## src/rtl/core/ssc_ram.sv

```systemverilog
// Generic single-write, single-read RAM with registered read data.
module ssc_ram #(
    parameter int  WIDTH = 8,
    parameter int  DEPTH = 256,
    localparam int AW    = $clog2(DEPTH)
) (
    input  logic             i_clk,
    input  logic             i_we,
    input  logic [AW-1:0]    i_waddr,
    input  logic [WIDTH-1:0] i_wdata,
    input  logic [AW-1:0]    i_raddr,
    output logic [WIDTH-1:0] o_rdata
);

    logic [WIDTH-1:0] r_mem [DEPTH];
    logic [WIDTH-1:0] r_rdata;

    always_ff @(posedge i_clk) begin
        if (i_we) begin
            r_mem[i_waddr] <= i_wdata;
        end
        r_rdata <= r_mem[i_raddr];
    end

    assign o_rdata = r_rdata;

endmodule

```

## config.mk

```make
export PLATFORM = sky130hd
export DESIGN_NAME = ssc_ram
export DESIGN_NICKNAME = d
export VERILOG_FILES = /design/src/rtl/core/ssc_ram.sv
export SDC_FILE = /design/constraint.sdc
export NUM_CORES = 2
export LEC_CHECK = 0
export BUFFER_PORTS_ARGS = -buffer_cell sky130_fd_sc_hd__buf_2
export CELL_PAD_IN_SITES_DETAIL_PLACEMENT = 0
export CELL_PAD_IN_SITES_GLOBAL_PLACEMENT = 1
export CORE_ASPECT_RATIO = 1.2
export CORE_MARGIN = 2
export CORE_UTILIZATION = 59
export CTS_BUF_LIST = sky130_fd_sc_hd__clkbuf_2
export DETAILED_ROUTE_END_ITERATION = 10
export GPL_ROUTABILITY_DRIVEN = 1
export PLACE_DENSITY_LB_ADDON = 0.1
export RECOVER_POWER = 50
export SLEW_MARGIN = 20
export SYNTH_ARGS = -nofsm -noshare
export SYNTH_HDL_FRONTEND = slang
export SYNTH_SLANG_ARGS = --single-unit
```

## constraint.sdc

```tcl
create_clock -name i_clk -period 3 [get_ports i_clk]
set_input_delay 0.3 -clock i_clk [delete_from_list [all_inputs] [get_ports i_clk]]
set_output_delay 0.3 -clock i_clk [all_outputs]
set_load 0.01 [all_outputs]
```

# Word level (Yosys, flattened, before mapping)
# Memories as Yosys holds them, arrays and structs flattened. A register that Yosys moved wholly into a read port is not among the register bits.
# Index checks and enable logic that the tools add are counted.
[op_classes]
mux = 2
[op_table]
columns = ["operator", "count"]
rows = [
  ["1-bit 2-to-1 mux", 2],
]
[totals]
in_bits = 26
ramBits = 2048
regBits = 0
wordCells = 3
mem_count = 1
[mem_list]
columns = ["name", "words", "word_bits", "rd", "rd_clocked_by_memory_dff", "write_ports", "line", "rtl"]
rows = [
  ["r_mem", 256, 8, 1, 1, 1, "15", "logic [WIDTH-1:0] r_mem [DEPTH];"],
]

# Logic depth before layout (Yosys ltp)
[logic_depth]
word_depth = 2
mapped_depth = 11
mapped_depth_nobuf = 6

# Worst setup path before layout
# No wires, ideal clock.
[synth_timing]
path_kind = "input to register"
from = "input port i_raddr[0]"
to = "register r_rdata[2] (netlist: o_rdata[2]), read port of r_mem"
arrival_ns = 2.107
n_path_buf = 4
slack_ns = 0.762
cell_stages = 9
t_required_ns = 2.869
setup_time_ns = 0.131
cell_sequence = "buf_6 > buf_12 > buf_8 > buf_2 > mux4_2 > a22oi_1 > a21oi_1 > nor4_1 > nor4_2"
[synth_rtl]
columns = ["element", "line", "rtl"]
rows = [
  ["from (decl)", "11", "input logic [AW-1:0] i_raddr,"],
  ["to (decl)", "16", "logic [WIDTH-1:0] r_rdata;"],
]

==> summary.md <==
| Metric | Value |
|---|---|
| Number of synthesized flops with an enable pin | `2048` |
| DP Worst Slack | `-0.5717 ns` |
| Total CTS buffers | `483` |
| RePlAce Congestion | `0.8650` |
| Comb power frac | `6.0%` |
| Int Pwr | `39360 µW` |
| Met3 WL | `17010 µm` |
| Clock share of power | `32.9%` |
| CP Max Fanout | `5` |
| Clk Tree Root Cell | `clkbuf_2` |
| Post-synth top area share | `77.30%` |
| Highest clock rate | `0.3231 GHz` |
| Clock sink count | `2056` |
| Static Leak | `0.02959 µW` |
| Slew @ Worst Pin | `2.575 ns` |
| Largest net degree at the start of global routing | `104` |
| Clock Skew | `0.1278 ns` |
| Deepest clock path buffer count | `4` |
| Area Growth Syn to Fin | `12.88%` |
| Post-CTS repair timing setup buffer count | `0` |
| Overall routed net length | `199000 µm` |
| Power per Cell Area | `577.8 nW/µm²` |
| Failing checks | `capacitance limit, slew limit, setup timing` |
| CTS tree | `built` |
| Final setup margin | `-0.09549 ns` |
| Number of distinct library cells after synthesis | `55` |
| First-iteration detailed-routing DRC count | `4675` |
| Layout cell share with drive strength beyond 1 | `34.31%` |
| Req. time, crit path | `4.73 ns` |
| Initial antenna violation count | `5` |
| DP Wirelength | `125300 µm` |
| Crit Path Class | `input pin to flop` |
| Switch share | `24.15%` |
| Die area | `137800 µm²` |
| Vias in the first global route | `43.62k` |
| Min-delay src | `i_raddr[4]` |
| Die Width | `339.2 µm` |
| Post-route cell area | `89810 µm²` |
| First-pass detailed-route iteration total | `6` |
| Worst setup EP type | `flop` |
| Post-Syn Area per Cell | `21.31 µm²` |
| Final Hold Vio Count | `0` |
| Min-delay worst type | `input pin to flop` |
| Most common cell in the netlist | `edfxtp_1` |
| Crit path DAT | `4.83 ns` |
| Port bufs | `33` |
| # nets final | `4620` |
| Via count | `42.16k` |
| Area contributors post-synth | `edfxtp_1, mux4_2, mux2i_1, nor2_1, a22oi_1` |
| Die height | `406.3 µm` |
| Routed Antenna Nets | `0` |
| CP startpoint | `i_raddr[5]` |
| Layout filler cell count | `9160` |
| Detailed-route DRC error count | `0` |
| Post-Syn Instances | `3733` |
| #FFs+latches synth | `2056` |
| Sequential share of the synthesized area | `77.50%` |
| Met2 wire len | `100200 µm` |
| Via/cell ratio | `6.241` |
| Slew Viols, Final | `681` |
| Total grt overflow | `0` |
| Max_slew headroom | `-71.64%` |
| Peak supply drop | `0.4389 mV` |
| DP Area | `84970 µm²` |
| Reg-to-reg endpoint | `o_rdata[4]` |
| Setup violators final | `16` |
| Most frequent cells after synthesis | `edfxtp_1, mux4_2, nor2_1, mux2i_1, a22oi_1` |
| Tmin final | `3.095 ns` |
| Routed length on met1 | `74520 µm` |
| Flop pwr share | `61.1%` |
| Routed WL per cell | `29.45 µm` |
| Worst Setup Start Kind | `input pin` |
| Syn. warnings | `0` |
| Mapped Nets | `3759` |
| Psw | `12530 µW` |
| Reg2reg path depth | `8` |
| Clk_lat worst skew | `1.82 ns` |
| Reg-to-reg startpoint | `r_mem[93][4]` |
| Max Used Layer | `met5` |
| Initial Util | `59.42%` |
| Cell Area, Synth | `79560 µm²` |
| Outcome | `finished with violations` |
| Core Rows | `147` |
| Max Cap Violations | `12` |
| Ys flop type | `edfxtp_1` |
| R2R Setup Slk | `0.10 ns` |
| # IOs | `34` |
| Final period utilization | `103.2%` |
| Leading area contributor after synthesis | `edfxtp_1` |
| Total core area | `133900 µm²` |
| Worst-path clk slew | `0.12 ns` |
| CTS H-tree depth | `5` |
| First-pass GRT wire length | `289600 µm` |
| End point of the critical path | `o_rdata[4]` |
| Post-synth ARST share | `0%` |
| Total track usage | `29.35%` |
[registers in the layout (all words and copies together), names as in the netlist]
register	count
o_rdata	8
r_mem	2048
[through the flow]
stage	setup TNS [ns]	cells	hold slack, ns	utilization (%)	power (µW)
after global routing	-0.4577	6755	0.1743	67.07	53990
after detailed placement	-1.925	5814	0.7657	63.46	35380
final	-0.1455	6756	0.3236	67.07	51890
after global placement	-1.752	5814	0.7516	63.46	35310
after floorplan	0	3733	0.3989	-	33840
after CTS	0	6753	0.01741	67.34	52390
[worst min path at each step]
stage / endpoint / slack (ns) / depth (start not counted)
3_3_place_gp: r_mem[16][0] / 0.75 / 1
6_report: o_rdata[6] / 0.32 / 6
3_5_place_dp: o_rdata[6] / 0.77 / 1
2_1_floorplan: r_mem[0][0] / 0.40 / 0
4_1_cts: o_rdata[6] / 0.02 / 6
5_1_grt: o_rdata[6] / 0.17 / 6
[power groups by stage]
stage	Clock [µW]	Sequential (µW)	Combinational, µW
floorplan	0	32300	1540
global placement	0	32300	3000
detailed placement	0	32300	3060
CTS	17500	31700	3190
global route	19000	31700	3290
finish	17100	31700	3130
[cell families after synthesis]
kind of cell	count (synthesis)	synth area share, %
DFF	2056	77.50
buffers and inverters	235	1.831
muxes	591	14.62
and+or+nand+nor	466	2.628
AOI/OAI and AO/OA	385	3.419
[worst max-delay path, stage by stage]
cell and delay, ns:
dlygate4sd3_1 0.55, dlygate4sd3_1 0.60, buf_2 0.20, dlygate4sd3_1 0.70
nor2b_2 0.41, o221ai_1 0.21, dlygate4sd3_1 0.61, nor2_1 0.12
dlygate4sd3_1 0.62, nor4_2 0.07, buf_4 0.15, nor4_1 0.28
[per-layer routing]
| layer | vias to the layer above | GRT usage [%] |
|---|---|---|
| li1 | 17740 | - |
| met1 | 21778 | 38.89 |
| met2 | 2278 | 48.41 |
| met3 | 364 | 6.287 |
| met4 | 4 | 11.40 |
| met5 | - | 0 |
[repair_timing]
action | CTS | global route
hold buffers | 85 | 0
gates resized for setup | 2 | 2
setup endpoints to repair | 2 | 10
endpoints found under the hold margin | 4104 | 0
pin swaps | 0 | 0
[final cells by class]
class,instances,area (µm²),area share (%)
Antenna cell,5,12.51,0.01393
Clock buffer,688,3443,3.834
Clock inverter,166,764.5,0.8513
Inverter,2,7.507,0.008359
Multi-Input combinational cell,1442,16490,18.36
Sequential cell,2056,61660,68.66
Tap cell,1788,2237,2.491
Timing Repair Buffer,609,5195,5.785
[cell usage in the layout (no fill, tap or decap), types with 27 or more instances in the layout]
cell and instances:
a21oi_1 96, a22oi_1 133, buf_12 43, buf_4 422
clkbuf_2 697, clkinv_1 139, dlygate4sd3_1 75, edfxtp_1 2048
mux2i_1 134, mux4_2 454, nand2_1 33, nand3_1 34
nor2_1 279, nor2b_1 27, o221ai_1 46, o22ai_1 28
No activity file was read; power rests on OpenSTA's default activity.
