## src/rtl/core/ssc_pkg.sv

```systemverilog
// Shared types, constants and codes for the string similarity scorer.
package ssc_pkg;

    localparam int MAX_LEN_DEF = 256;
    localparam int CH_W        = 8;
    localparam int ALPHA       = 256;
    localparam int ALPHA_W     = 8;
    localparam int SC_W        = 17;
    localparam int FRAC_W      = 16;
    localparam int PROD_W      = 2 * SC_W;
    localparam int SQ_RW       = SC_W + 3;
    localparam int SHR_W       = 9;
    localparam int STEP_W      = 5;

    localparam logic [SC_W-1:0] Q_ONE = 17'h1_0000;

    typedef enum logic [1:0] {
        OP_APP_FIRST  = 2'd0,
        OP_APP_SECOND = 2'd1,
        OP_COMPARE    = 2'd2
    } t_op;

    typedef struct packed {
        logic empty;
        logic full;
    } t_q_stat;

    typedef struct packed {
        logic text_busy;
    } t_back_stat;

    typedef enum logic [1:0] {
        PH_HIST1,
        PH_HIST2,
        PH_FILT1,
        PH_FILT2
    } t_bph;

    typedef enum logic [3:0] {
        BS_IDLE,
        BS_CLEAR,
        BS_TREAD,
        BS_HREAD,
        BS_UPDATE,
        BS_PASS,
        BS_OREAD,
        BS_OCMP,
        BS_ODIV,
        BS_OWAIT,
        BS_LDIV,
        BS_LWAIT,
        BS_MUL,
        BS_SQRT,
        BS_SWAIT,
        BS_DONE
    } t_bst;

endpackage

```

## src/rtl/core/ssc_fifo.sv

```systemverilog
// Two-entry queue of compare commands between front and back.
module ssc_fifo #(
    parameter int EW = 19
) (
    input  logic             i_clk,
    input  logic             i_rst_n,
    input  logic             i_push,
    input  logic [EW-1:0]    i_data,
    input  logic             i_pop,
    output logic [EW-1:0]    o_data,
    output ssc_pkg::t_q_stat o_stat
);

    logic [EW-1:0] r_data [2];
    logic          r_wp, n_wp;
    logic          r_rp, n_rp;
    logic [1:0]    r_cnt, n_cnt;

    always_comb begin
        n_wp  = r_wp;
        n_rp  = r_rp;
        n_cnt = r_cnt;
        if (i_push) begin
            n_wp = ~r_wp;
        end
        if (i_pop) begin
            n_rp = ~r_rp;
        end
        if (i_push && !i_pop) begin
            n_cnt = r_cnt + 2'd1;
        end else if (i_pop && !i_push) begin
            n_cnt = r_cnt - 2'd1;
        end
    end

    always_ff @(posedge i_clk) begin
        if (!i_rst_n) begin
            r_wp  <= 1'b0;
            r_rp  <= 1'b0;
            r_cnt <= 2'd0;
        end else begin
            r_wp  <= n_wp;
            r_rp  <= n_rp;
            r_cnt <= n_cnt;
        end
    end

    always_ff @(posedge i_clk) begin
        if (i_push) begin
            r_data[r_wp] <= i_data;
        end
    end

    assign o_data       = r_data[r_rp];
    assign o_stat.empty = (r_cnt == 2'd0);
    assign o_stat.full  = (r_cnt == 2'd2);

endmodule

```

## config.mk

```make
export PLATFORM = sky130hd
export DESIGN_NAME = ssc_fifo
export DESIGN_NICKNAME = d
export VERILOG_FILES = /design/src/rtl/core/ssc_pkg.sv /design/src/rtl/core/ssc_fifo.sv
export SDC_FILE = /design/constraint.sdc
export NUM_CORES = 1
export LEC_CHECK = 0
export BUFFER_PORTS_ARGS = -buffer_cell sky130_fd_sc_hd__buf_2
export CORE_ASPECT_RATIO = 0.8
export CORE_MARGIN = 2
export CORE_UTILIZATION = 45
export CTS_BUF_LIST = sky130_fd_sc_hd__clkbuf_8 sky130_fd_sc_hd__clkbuf_16
export CTS_CLUSTER_DIAMETER = 50
export DETAILED_ROUTE_END_ITERATION = 16
export PLACE_DENSITY = 0.73
export SKIP_CTS_REPAIR_TIMING = 1
export SLEW_MARGIN = 10
export SYNTH_ARGS = -nofsm -noshare
export SYNTH_HDL_FRONTEND = slang
export SYNTH_SLANG_ARGS = --single-unit
```

## constraint.sdc

```tcl
create_clock -name i_clk -period 1.8 [get_ports i_clk]
set_clock_uncertainty 0.05 [all_clocks]
set_input_delay 0.36 -clock i_clk [delete_from_list [all_inputs] [get_ports i_clk]]
set_output_delay 0.36 -clock i_clk [all_outputs]
set_load 0.02 [all_outputs]
```

# After elaboration in Yosys (flattened, before gate mapping)

Memories as Yosys holds them, arrays and structs flattened. A register that Yosys moved wholly into a read port is not among the register bits.
Cells that the tools add are included.
W data, S select, Z words.

Add/sub/neg operators: 2
Eq/ne operators: 1
Multiplexer cells: 6
Bitwise operators: 2
Reduce and logical (&&, ||, !) cells: 6

Operators with widths:

| kind                  | count |
|---|---|
| $mux W1               | 4 |
| $mux W2               | 2 |
| $add A2 B1 Y2 const B | 1 |
| $eq A2 B2 Y1 const B  | 1 |
| $logic_and A1 B1 Y1   | 2 |
| $logic_not A1 Y1      | 2 |
| $logic_not A2 Y1      | 1 |
| $not A1 Y1            | 2 |
| $reduce_bool A2 Y1    | 1 |
| $sub A2 B1 Y2 const B | 1 |

Bits in registers: 4
Bits in writable memories: 38
Bits of input ports: 23
Output and inout port bits: 21
Memories: 1

Memory list:

| name   | depth | width | read ports | clocked after memory_dff | write ports | line           | source |
|---|---|---|---|---|---|---|---|
| r_data | 2     | 19    | 1          | 1                        | 1           | ssc_fifo.sv:14 | `logic [EW-1:0] r_data [2];` |

# Logic depth before layout (Yosys ltp)

Depth in word-level cells: 4
Mapped depth: 5
Depth with buffers taken out: 5

# Worst setup path after synthesis

Ideal clock, no wire load.

Path type: input to register
Start: in i_push
End: mem r_data[0][0] (enable)
Library setup time: 398 ps
Arrival: 1283 ps
Data required time: 1352 ps
Setup slack: 69 ps
Stages: 1
Buffers on the path: 0
Path through: nor2b_1

Word-level cells in the longest chain between the ends: 2

RTL lines:

| what                          | line           | source |
|---|---|---|
| from (decl)                   | ssc_fifo.sv:7  | `input logic i_push,` |
| $mux W1                       | ssc_fifo.sv:49 | `if (i_push) begin` |
| $mux W1 (implied by the code) | ssc_fifo.sv:50 | `r_data[r_wp] <= i_data;` |
| to (decl)                     | ssc_fifo.sv:14 |  |

Every way passes these cells.

==> impl_results.md <==
* # fillers at roughly 280
* Total GRT Usage at between 10% and 20%
* Max-Cap Viols at 0
* Post-synthesis sequential area ratio at 78.0%
* Drt via density at 4.89
* Final-report hold violation count at 0
* Chip width at 70.5 µm
* Routability congestion estimate at 0.662
* Vias in the first global route at 919
* Vias at roughly 870
* Initial DRC count at 27
* CTS Buf Count at 5
* Die area at 4030 µm²
* Min-delay src: i_data[3]
* Post-Syn Area per Cell at roughly 20 µm²
* Setup TNS at 0 ns
* Minimum clock period at between 1.5 and 2 ns
* Num rows at 19
* Max H-tree Level at 2
* Path category of the worst min-delay check: input pin to flip-flop
* CP Data Required Time at between 1 and 1.5 ns
* RSZ-0062 raised after global routing: no
* DRC Markers at 0
* Clk root buf: clkbuf_8
* Relative slew slack at about four fifths
* Top Metal Used: met4
* TritonRoute pass-1 iters at 3
* Arrival time worst endpoint at ~1.3 ns
* Wire per inst at roughly 15 µm
* DP HPWL at 1900 µm
* Final setup viols at 0
* CTS clk-pin slew, worst paths at roughly 0.080 ns
* Post-route setup slack at roughly 0.074 ns
* Power per cell area at 1100 nW/µm²
* Initial antenna violation count at 0
* Final Cell Area at 2010 µm²
* Share of layout cells above drive strength 1 at a little under three fifths
* Largest fanout on the critical path at 9
* Layout area overhead at 26.5%
* FMAX at slightly below 0.6 GHz
* IO Port Bufs at 43
* Nets@finish at around 160
* Clk sinks at 43
* Crit path launch type: flip-flop
* Synthesized cell area at 1590 µm²
* Top-level port count at between 40 and 50
* WHS at approximately 0.21 ns
* Worst setup EP type: output pin
* CTS tree: done
* Cell Area, Placed at about 1900 µm²
* Starting Density at between 40 and 50%
* Pre-CTS setup slack at approximately 0.33 ns
* Clock Latency Late Sink at between 0.2 and 0.3 ns
* Antenna cell count at 0
* Slew Limit Fails at 0
* Final ANT Viol Nets at 0
* Syn_nets at around 110
* First-pass GRT wire length at approximately 4200 µm
* Warnings, synthesis at 0
* Final Util at roughly 60%
* Status: completed
* Slew of the pin with the lowest slew margin at approximately 0.3 ns
* Synth Register Bits at 43
* Synth unique cells at 17
* Clk buf depth at 2
* Met3 Wirelength at 165 µm
* Worst VDD drop at approximately 0.65 mV
* Final WL at 2610 µm
* CP Class: flip-flop to output pin
* Area of the multi-input gates at roughly 330 µm²
* FF/Latch Area at 1240 µm²
* Synthesized instance count at slightly above 80
* Reg2Reg Launch Point: r_wp$_SDFFE_PN0P_
* Crit share post-route at 95.9%
* Core area at approximately 3400 µm²
* Gr ovfl total at 0
* Leak Pwr at 0.789 nW
* Largest net degree at the start of global routing at 17
* WL met2 at 1280 µm
* Die Ht at 57.2 µm
* Wl on met1 at approximately 1100 µm
-- through the flow --
step,total power [mW],cells
after floorplan,1.37,81
after global placement,1.47,169
after detailed placement,1.49,169
after CTS,2.23,177
after global routing,2.31,177
final,2.21,177
-- final cells by class --
class / instances / area share (%)
Clock inverter: 2 / 1.74
Clock buffer: 6 / 4.10
Tap cell: 42 / 2.61
Multi-Input combinational cell: 35 / 16.5
Sequential cell: 43 / 61.7
Timing Repair Buffer: 48 / 13.2
Inverter: 1 / 0.187
-- registers in the layout, indices dropped and copies added (netlist names), named ones only --
register	count
r_rp	1
r_wp	1
r_data	38
r_cnt	2
-- routing by layer --
layer  up-vias  GRT usage [%]
met3         6           4.77
met5         -              0
met1       419           17.7
met4         0           6.59
li1        411              -
met2        30           23.0
-- worst paths after layout --
check	cells after the start	slack, ns	to
worst max-delay path	3	0.07	o_data[3]
worst min-delay path	1	0.21	r_data[1][3]$_DFFE_PP_
worst max register to register	2	0.65	r_data[0][12]$_DFFE_PP_
worst min register to register	2	0.48	r_cnt[1]$_SDFFE_PN0P_
-- logic make-up after synthesis --
| family | count (synthesis) | share of synthesized area [%] |
|---|---|---|
| AO/OA/AOI/OAI | 3 | 1.26 |
| XOR/XNOR | 3 | 1.65 |
| adder cells (fa/ha/maj) | 1 | 0.787 |
| buffers and inverters | 3 | 1.26 |
| flip-flops | 43 | 78.0 |
| multiplexers | 19 | 13.5 |
| AND/OR/NAND/NOR | 9 | 3.54 |
-- cells in the mapped netlist --
cell type	number	area, µm²
mux2_2	19	214
ha_1	1	12.5
a21boi_1	1	7.51
edfxtp_1	38	1140
or3_1	1	6.26
xnor2_1	1	8.76
dfxtp_1	5	100
xor2_1	2	17.5
o21a_1	1	7.51
o21ai_0	1	5.00
nor2b_1	2	12.5
and2_1	4	25.0
nor2_1	1	3.75
and2b_2	1	8.76
inv_1	1	3.75
buf_2	1	5.00
buf_6	1	11.3
-- critical path: stages (launching register included) --
cell	delay (ns)
dfxtp_1	0.33
buf_4	0.19
mux2_2	0.35
buf_2	0.16
-- cells in the final DEF (no fill, tap or decap) --
| cell | n |
|---|---|
| xnor2_1 | 1 |
| o21ai_0 | 1 |
| bufinv_16 | 1 |
| or3_1 | 1 |
| buf_2 | 43 |
| buf_4 | 4 |
| a21boi_1 | 1 |
| clkbuf_8 | 6 |
| nor2b_2 | 1 |
| inv_1 | 1 |
| and2b_2 | 1 |
| clkinv_2 | 1 |
| nor2_1 | 1 |
| buf_12 | 1 |
| xor2_1 | 2 |
| dfxtp_1 | 5 |
| nor2b_1 | 1 |
| edfxtp_1 | 38 |
| and2_1 | 4 |
| ha_1 | 1 |
| o21a_1 | 1 |
| mux2_2 | 19 |
-- power by group --
part / leakage, nW / internal, mW / switching, mW
Combinational: 0.329 / 0.132 / 0.162
Sequential: 0.398 / 1.15 / 0.0198
Clock: 0.0612 / 0.448 / 0.302
(Power assumes the default switching activity.)
