===== src/rtl/core/ssc_pkg.sv =====
// Shared types, constants and codes for the string similarity scorer.
package ssc_pkg;

    localparam int MAX_LEN_DEF = 256;
    localparam int CH_W        = 8;
    localparam int ALPHA       = 256;
    localparam int ALPHA_W     = 8;
    localparam int SC_W        = 17;
    localparam int FRAC_W      = 16;
    localparam int PROD_W      = 2 * SC_W;
    localparam int SQ_RW       = SC_W + 3;
    localparam int SHR_W       = 9;
    localparam int STEP_W      = 5;

    localparam logic [SC_W-1:0] Q_ONE = 17'h1_0000;

    typedef enum logic [1:0] {
        OP_APP_FIRST  = 2'd0,
        OP_APP_SECOND = 2'd1,
        OP_COMPARE    = 2'd2
    } t_op;

    typedef struct packed {
        logic empty;
        logic full;
    } t_q_stat;

    typedef struct packed {
        logic text_busy;
    } t_back_stat;

    typedef enum logic [1:0] {
        PH_HIST1,
        PH_HIST2,
        PH_FILT1,
        PH_FILT2
    } t_bph;

    typedef enum logic [3:0] {
        BS_IDLE,
        BS_CLEAR,
        BS_TREAD,
        BS_HREAD,
        BS_UPDATE,
        BS_PASS,
        BS_OREAD,
        BS_OCMP,
        BS_ODIV,
        BS_OWAIT,
        BS_LDIV,
        BS_LWAIT,
        BS_MUL,
        BS_SQRT,
        BS_SWAIT,
        BS_DONE
    } t_bst;

endpackage


===== src/rtl/core/ssc_front.sv =====
// Front end: takes words, writes the text buffers, queues compare commands.
module ssc_front #(
    parameter int  MAX_LEN = ssc_pkg::MAX_LEN_DEF,
    localparam int LW      = $clog2(MAX_LEN + 1),
    localparam int AW      = $clog2(MAX_LEN),
    localparam int EW      = 2 * LW + 1
) (
    input  logic                      i_clk,
    input  logic                      i_rst_n,
    input  logic                      i_valid,
    output logic                      o_stall,
    input  logic [1:0]                i_opcode,
    input  logic [ssc_pkg::CH_W-1:0]  i_character,
    input  ssc_pkg::t_back_stat       i_back,
    input  ssc_pkg::t_q_stat          i_q,
    output logic                      o_push,
    output logic [EW-1:0]             o_cmd,
    output logic                      o_we_first,
    output logic                      o_we_second,
    output logic [AW-1:0]             o_waddr,
    output logic [ssc_pkg::CH_W-1:0]  o_wdata
);

    logic [LW-1:0] r_len1, n_len1;
    logic [LW-1:0] r_len2, n_len2;
    logic          r_drop, n_drop;
    logic          is_app;

    always_comb begin
        n_len1      = r_len1;
        n_len2      = r_len2;
        n_drop      = r_drop;
        o_push      = 1'b0;
        o_we_first  = 1'b0;
        o_we_second = 1'b0;
        o_waddr     = '0;
        o_wdata     = i_character;
        o_cmd       = {r_len1, r_len2, r_drop};
        is_app      = (i_opcode == ssc_pkg::OP_APP_FIRST) ||
                      (i_opcode == ssc_pkg::OP_APP_SECOND);
        // texts belong to the back end while a compare is queued or reading
        o_stall     = i_q.full || (is_app && (!i_q.empty || i_back.text_busy));
        if (i_valid && !o_stall) begin
            unique case (i_opcode)
                ssc_pkg::OP_APP_FIRST: begin
                    if (r_len1 < LW'(MAX_LEN)) begin
                        o_we_first = 1'b1;
                        o_waddr    = r_len1[AW-1:0];
                        n_len1     = r_len1 + 1'b1;
                    end else begin
                        n_drop = 1'b1;
                    end
                end
                ssc_pkg::OP_APP_SECOND: begin
                    if (r_len2 < LW'(MAX_LEN)) begin
                        o_we_second = 1'b1;
                        o_waddr     = r_len2[AW-1:0];
                        n_len2      = r_len2 + 1'b1;
                    end else begin
                        n_drop = 1'b1;
                    end
                end
                ssc_pkg::OP_COMPARE: begin
                    o_push = 1'b1;
                    n_len1 = '0;
                    n_len2 = '0;
                    n_drop = 1'b0;
                end
                default: begin
                end
            endcase
        end
    end

    always_ff @(posedge i_clk) begin
        if (!i_rst_n) begin
            r_len1 <= '0;
            r_len2 <= '0;
            r_drop <= 1'b0;
        end else begin
            r_len1 <= n_len1;
            r_len2 <= n_len2;
            r_drop <= n_drop;
        end
    end

endmodule


===== config.mk =====
export PLATFORM = sky130hd
export DESIGN_NAME = ssc_front
export DESIGN_NICKNAME = d
export VERILOG_FILES = /design/src/rtl/core/ssc_pkg.sv /design/src/rtl/core/ssc_front.sv
export SDC_FILE = /design/constraint.sdc
export NUM_CORES = 1
export LEC_CHECK = 0
export BUFFER_PORTS_ARGS = -buffer_cell sky130_fd_sc_hd__buf_2
export CORE_ASPECT_RATIO = 1.2
export CORE_MARGIN = 5
export CORE_UTILIZATION = 49
export CTS_CLUSTER_DIAMETER = 40
export CTS_CLUSTER_SIZE = 14
export DETAILED_ROUTE_END_ITERATION = 8
export PLACE_DENSITY = 0.83
export RECOVER_POWER = 100
export SLEW_MARGIN = 25
export SYNTH_ARGS = -nofsm -noshare
export SYNTH_HDL_FRONTEND = slang
export SYNTH_SLANG_ARGS = --single-unit

===== constraint.sdc =====
create_clock -name i_clk -period 2.3 [get_ports i_clk]
set_input_delay 0.115 -clock i_clk [delete_from_list [all_inputs] [get_ports i_clk]]
set_output_delay 0.115 -clock i_clk [all_outputs]
set_load 0.01 [all_outputs]

# Word level (Yosys, flattened, before mapping)

Cells that the tools add are included.

Register bits: 19
Bits in latches: 0
RAM bits: 0
Memory bits (read-only): 0
Input bits: 16
Memories: 0

$add $sub $neg: 2
Multipliers: 0
Divide/modulo/power cells: 0
Order comparisons: 2
Equal/unequal tests: 6
Shift-type cells: 0
Mux-type cells: 19
Bitwise operators: 0
Reduce and logical (&&, ||, !) cells: 14

Operators by type and width:

| cell                                                                  | count |
|---|---|
| 9-bit case mux with 2 select lines                                    | 2 |
| 8-bit 2-to-1 mux                                                      | 3 |
| 9-bit by 1-bit adder with 9-bit output, second input constant         | 2 |
| 9-bit less-than comparator, second input constant                     | 2 |
| 9-bit 2-to-1 mux                                                      | 2 |
| 8-bit case mux with 2 select lines                                    | 1 |
| 1-bit 2-to-1 mux                                                      | 10 |
| 3-bit AND reduction                                                   | 2 |
| 2-bit by 1-bit != test with 1-bit output, second input constant       | 2 |
| 2-bit != test, second input constant                                  | 2 |
| 4-bit AND reduction                                                   | 1 |
| 2-bit nonzero test                                                    | 2 |
| 1-bit logical OR                                                      | 3 |
| 1-bit case mux with 3 select lines                                    | 1 |
| 3-bit nonzero test                                                    | 1 |
| 2-bit by 1-bit equality test with 1-bit output, second input constant | 1 |
| 2-bit equality test, second input constant                            | 1 |
| 1-bit logical AND                                                     | 2 |
| 1-bit logical NOT                                                     | 2 |
| 2-bit logical NOT                                                     | 1 |

# Longest topological paths before layout

Word-level depth: 7
Depth in mapped cells: 5
Gate-level depth less buffers: 5

# Least setup slack after synthesis

No wires, ideal clock.

Path type: register to register
From: register r_len1[3]
To: register r_len1[7]
Library setup time: 120 ps
Data arrival time: 1266 ps
Data required time: 2180 ps
Slack: 914 ps
Cell stages (with the launch flop): 5
Path buffers: 0
Clock period less this slack: 1386 ps
Cells stage by stage: dfxtp_1 > nand4_1 > or2_2 > o211a_1 > or2_1

Word-level cells in the longest chain between the ends: 3
Elaborated cells between the ends (all ways): 6
Classes of those cells: add/sub: 1; order compare: 1; eq/ne: 1; mux: 2; reduce/logical: 1

RTL lines:

| element                                                                              | RTL line                         | source |
|---|---|---|
| start, declared                                                                      | ssc_front.sv:24                  | `logic [LW-1:0] r_len1, n_len1;` |
| start signal, assigned                                                               | ssc_front.sv:81                  | `r_len1 <= n_len1;` |
| 9-bit by 1-bit adder with 9-bit output or 9-bit less-than comparator (tied branches) | ssc_front.sv:49, ssc_front.sv:46 |  |
| 9-bit 2-to-1 mux or 2-bit by 1-bit != test with 1-bit output (tied branches)         | -                                |  |
| 9-bit case mux with 2 select lines or 3-bit AND reduction (tied branches)            | -                                |  |

Parallel ways exist; a longest one is shown, timed or not. The select of a mux whose other input is x is not followed.
A chain may end at the register's enable or synchronous reset.

# Final worst setup path

From: register r_len2[8]
To: output port o_we_second

Word-level cells in the longest chain between the ends: 4

RTL lines:

| element                    | RTL line        | source |
|---|---|---|
| start, declared            | ssc_front.sv:25 | `logic [LW-1:0] r_len2, n_len2;` |
| start signal, assigned     | ssc_front.sv:82 | `r_len2 <= n_len2;` |
| 9-bit less-than comparator | ssc_front.sv:55 | `if (r_len2 < LW'(MAX_LEN)) begin` |
| 1-bit 2-to-1 mux           | ssc_front.sv:55 |  |
| 1-bit 2-to-1 mux           | ssc_front.sv:44 | `unique case (i_opcode)` |
| 1-bit 2-to-1 mux           | ssc_front.sv:43 | `if (i_valid && !o_stall) begin` |
| end, declared              | ssc_front.sv:19 | `output logic o_we_second,` |

Every way passes these cells.

==> impl_metrics.csv <==
group,metric,value,unit
min_path,min_from,"i_rst_n",
logic_synthesis,yosysSeqAreaShare,0.323,
sta,maxSlewHeadroom,0.573,
floorplan,die_width,54.7,µm
logic_synthesis,yosys.area.top_type,"dfxtp_1",
drt,vias,1173,
sta,rsz0062_at_grt,"no",
sta,worstMarginPinSlew,0.640,ns
floorplan,pin_count,55,
pwr,power.share.combinational,0.092,
cts,clk_latency,0.29,ns
logic_synthesis,synth_fp_nets,161,
floorplan,rows,19,
final_layout,fin_nets,190,
logic_synthesis,synthDistinctLibCells,43,
logic_synthesis,avgSynthCellArea,8.23,µm²
floorplan,die_area,3490,µm²
global_routing,antenna_found_initial,0,
pwr,switchingPower,0.000142,W
critical_path,worstReg2RegStart,"r_len2[8]$_SDFFE_PN0P_",
cts,cts-resized-gates,0,
drt,initialDrtViolationCount,28,
sta,fin_hold_ws,0.181,ns
cts,cts_max_path_buffers,2,
place,placedInstanceArea,1320,µm²
cts,clk_pin_slew,0.11,ns
cts,h-tree-depth,1,
sta,fin_crit,1.96,ns
pwr,switching_share,0.256,
status,outcome,"completed",
logic_synthesis,synth_top_cell_area_share,0.323,
sta,fin_skew,0.00192,ns
cts,root_buffer,"clkbuf_4",
floorplan,initial_core_util,0.511,
drt,drtPass1Iterations,4,
logic_synthesis,synthCells,143,
critical_path,rrSetupSlack,0.44,ns
drt,drtAntennaViolNets,0,
sta,hold_violations,0,
sta,fin_crit_sh,0.852,
place,port_buffers,38,
min_path,worstHoldEndpoint,"r_len1[0]$_SDFFE_PN0P_",
sta,clock.fmax,510,MHz
job,cap_violations,0,
global_routing,first_global_vias,1094,
global_routing,grt_max_degree,17,
critical_path,worst_r2r_endpoint,"r_len2[3]$_SDFFE_PN0P_",
sta,slew_violations,0,
global_routing,grt_pass1_wl,4.87,mm
sta,finalSetupTns,0,ns
critical_path,crit_path_max_fanout,7,
place,post-place-ws,0.791,ns
sta,finalWorstSetupSlack,0.341,ns
cts,numCtsBuffers,3,
pwr,clock_power_share,0.309,
drt,routed_wirelength,2.88,mm
final_layout,drive_gt1_frac,0.117,
logic_synthesis,ys_warn_count,0,
floorplan,core,2310,µm²
cts,hold_buffers,0,
cts,postCtsSetupBuffers,0,
global_routing,grt_usage,0.178,
critical_path,endpoint_kind,"output port",
pwr,leakage,0.409,nW
drt,wl_per_cell,14.3,µm
cts,cts_tree,"built",
final_layout,area_growth,9.88,%
logic_synthesis,synthTopCellsByArea,"dfxtp_1 32%, buf_4 7.0%, a22oi_1 5.1%",
floorplan,die_h,63.7,µm
critical_path,worst-setup-path-type,"flop to output port",
critical_path,reg2reg_depth,5,
min_path,whs_path_depth,2,
sta,setup_viol,0,
logic_synthesis,syn_area,1180,µm²
pwr,ir_drop,0.000264,V
pwr,p_seq_frac,0.599,
global_routing,grt-ovfl-total,0,
cts,cts.sinks,19,
drt,vias_per_cell,5.81,
logic_synthesis,ys_ff_latch,19,
pwr,intPower,0.000411,W
drt,drc,0,
critical_path,crit_required,2.18,ns
final_layout,final_util,0.561,
final_layout,fin_area,1290,µm²
place,place_congestion,0.819,
critical_path,critPathLaunchType,"flop",
min_path,hp-class,"input pin to flop",
final_layout,antenna_cells,0,
place,hpwl,2.29,mm
pwr,powerDensity,428,nW/µm²
critical_path,arrival,1.84,ns
==> how the worst max path moves through the flow <==
stage,startpoint,end,slack [ns],depth (start not counted)
after floorplan,r_len1[3]$_SDFFE_PN0P_,r_len1[7]$_SDFFE_PN0P_,0.91,4
after global placement,i_back,o_waddr[7],0.89,6
after detailed placement,r_len2[8]$_SDFFE_PN0P_,r_len2[3]$_SDFFE_PN0P_,0.79,5
after CTS,r_len1[8]$_SDFFE_PN0P_,o_waddr[0],0.52,4
after global routing,r_len2[8]$_SDFFE_PN0P_,o_we_second,0.17,4
final,r_len2[8]$_SDFFE_PN0P_,o_we_second,0.34,4
==> synth_stat cells, drive strengths merged <==
cell type / count
nand2b: 4
buf: 12
o41ai: 1
and2: 2
a211oi: 1
and2b: 1
o21ai: 9
nand3: 5
dfxtp: 19
a22oi: 8
o21a: 2
nand4b: 1
o2111ai: 2
o21bai: 1
xnor2: 2
nand4: 4
nor4: 1
nor2b: 3
nor3b: 2
or2: 3
clkbuf: 3
nand2: 8
or4: 1
o211a: 1
a21oi: 6
ha: 2
a21boi: 1
o31ai: 5
and4bb: 2
and3: 1
a2111o: 1
inv: 6
o211ai: 6
nor2: 10
or3: 4
nor3: 3
==> power groups by stage <==
| stage | registers [W] | logic [W] | clock network (W) |
|---|---|---|---|
| floorplan | 0.000339 | 0.0000492 | 0 |
| global placement | 0.000339 | 0.0000501 | 0 |
| detailed placement | 0.000339 | 0.0000522 | 0 |
| CTS | 0.000331 | 0.0000523 | 0.000174 |
| global route | 0.000332 | 0.0000556 | 0.000185 |
| finish | 0.000331 | 0.0000508 | 0.000171 |
==> cells by family (layout without fill, tap and decap cells) <==
kind of cell / count (synthesis) / count (layout) / share of synthesized area
simple gates: 55 / 55 / 0.275
compound gates: 44 / 44 / 0.262
buf+inv: 21 / 49 / 0.103
flops: 19 / 19 / 0.323
xor+xnor: 2 / 2 / 0.0149
fa+ha+maj: 2 / 2 / 0.0213
==> registers in the layout (all words and copies together) (netlist names) <==
register  cells
r_len1        9
r_len2        9
r_drop        1
==> per-stage QoR <==
step,instances,total power [W]
after floorplan,143,0.000388
after global placement,198,0.000389
after detailed placement,198,0.000391
after CTS,202,0.000558
after global routing,202,0.000573
final,202,0.000553
==> critical path, stage by stage (launching register included) <==
cell      delay (ns)
dfxtp_1         0.35
nor3b_1         0.56
nand2_1         0.31
inv_2           0.17
clkbuf_1        0.16
==> cells in the final DEF, fill, tap and decap left out, drive strengths merged, types with 3 or more instances in the layout <==
master and instances:
o21ai 9, nor2 10, dfxtp 19, buf 9
a22oi 8, a21oi 6, or2 3, nand2 8
nand2b 4, nor3 3, nand3 5, or3 4
clkbuf 33, nor2b 3, nand4 4, inv 6
o211ai 6, o31ai 5
==> per-layer routing <==
metal	wire length [µm]	vias to the layer above	track usage
met5	0	-	0
li1	-	578	-
met1	1250	572	0.224
met3	126	0	0.0236
met4	0	0	0.0374
met2	1500	23	0.308
==> layout make-up <==
type / count / area, µm²
fillers: 251 / 1010
multi-input cells: 103 / 664
flip-flops and latches: 19 / 380
repair buffers: 39 / 160
well taps: 31 / 38.8
clock buffers: 3 / 22.5
inverters: 6 / 22.5
clock inverters: 1 / 5.00
Power figures use the tool's default switching activity.
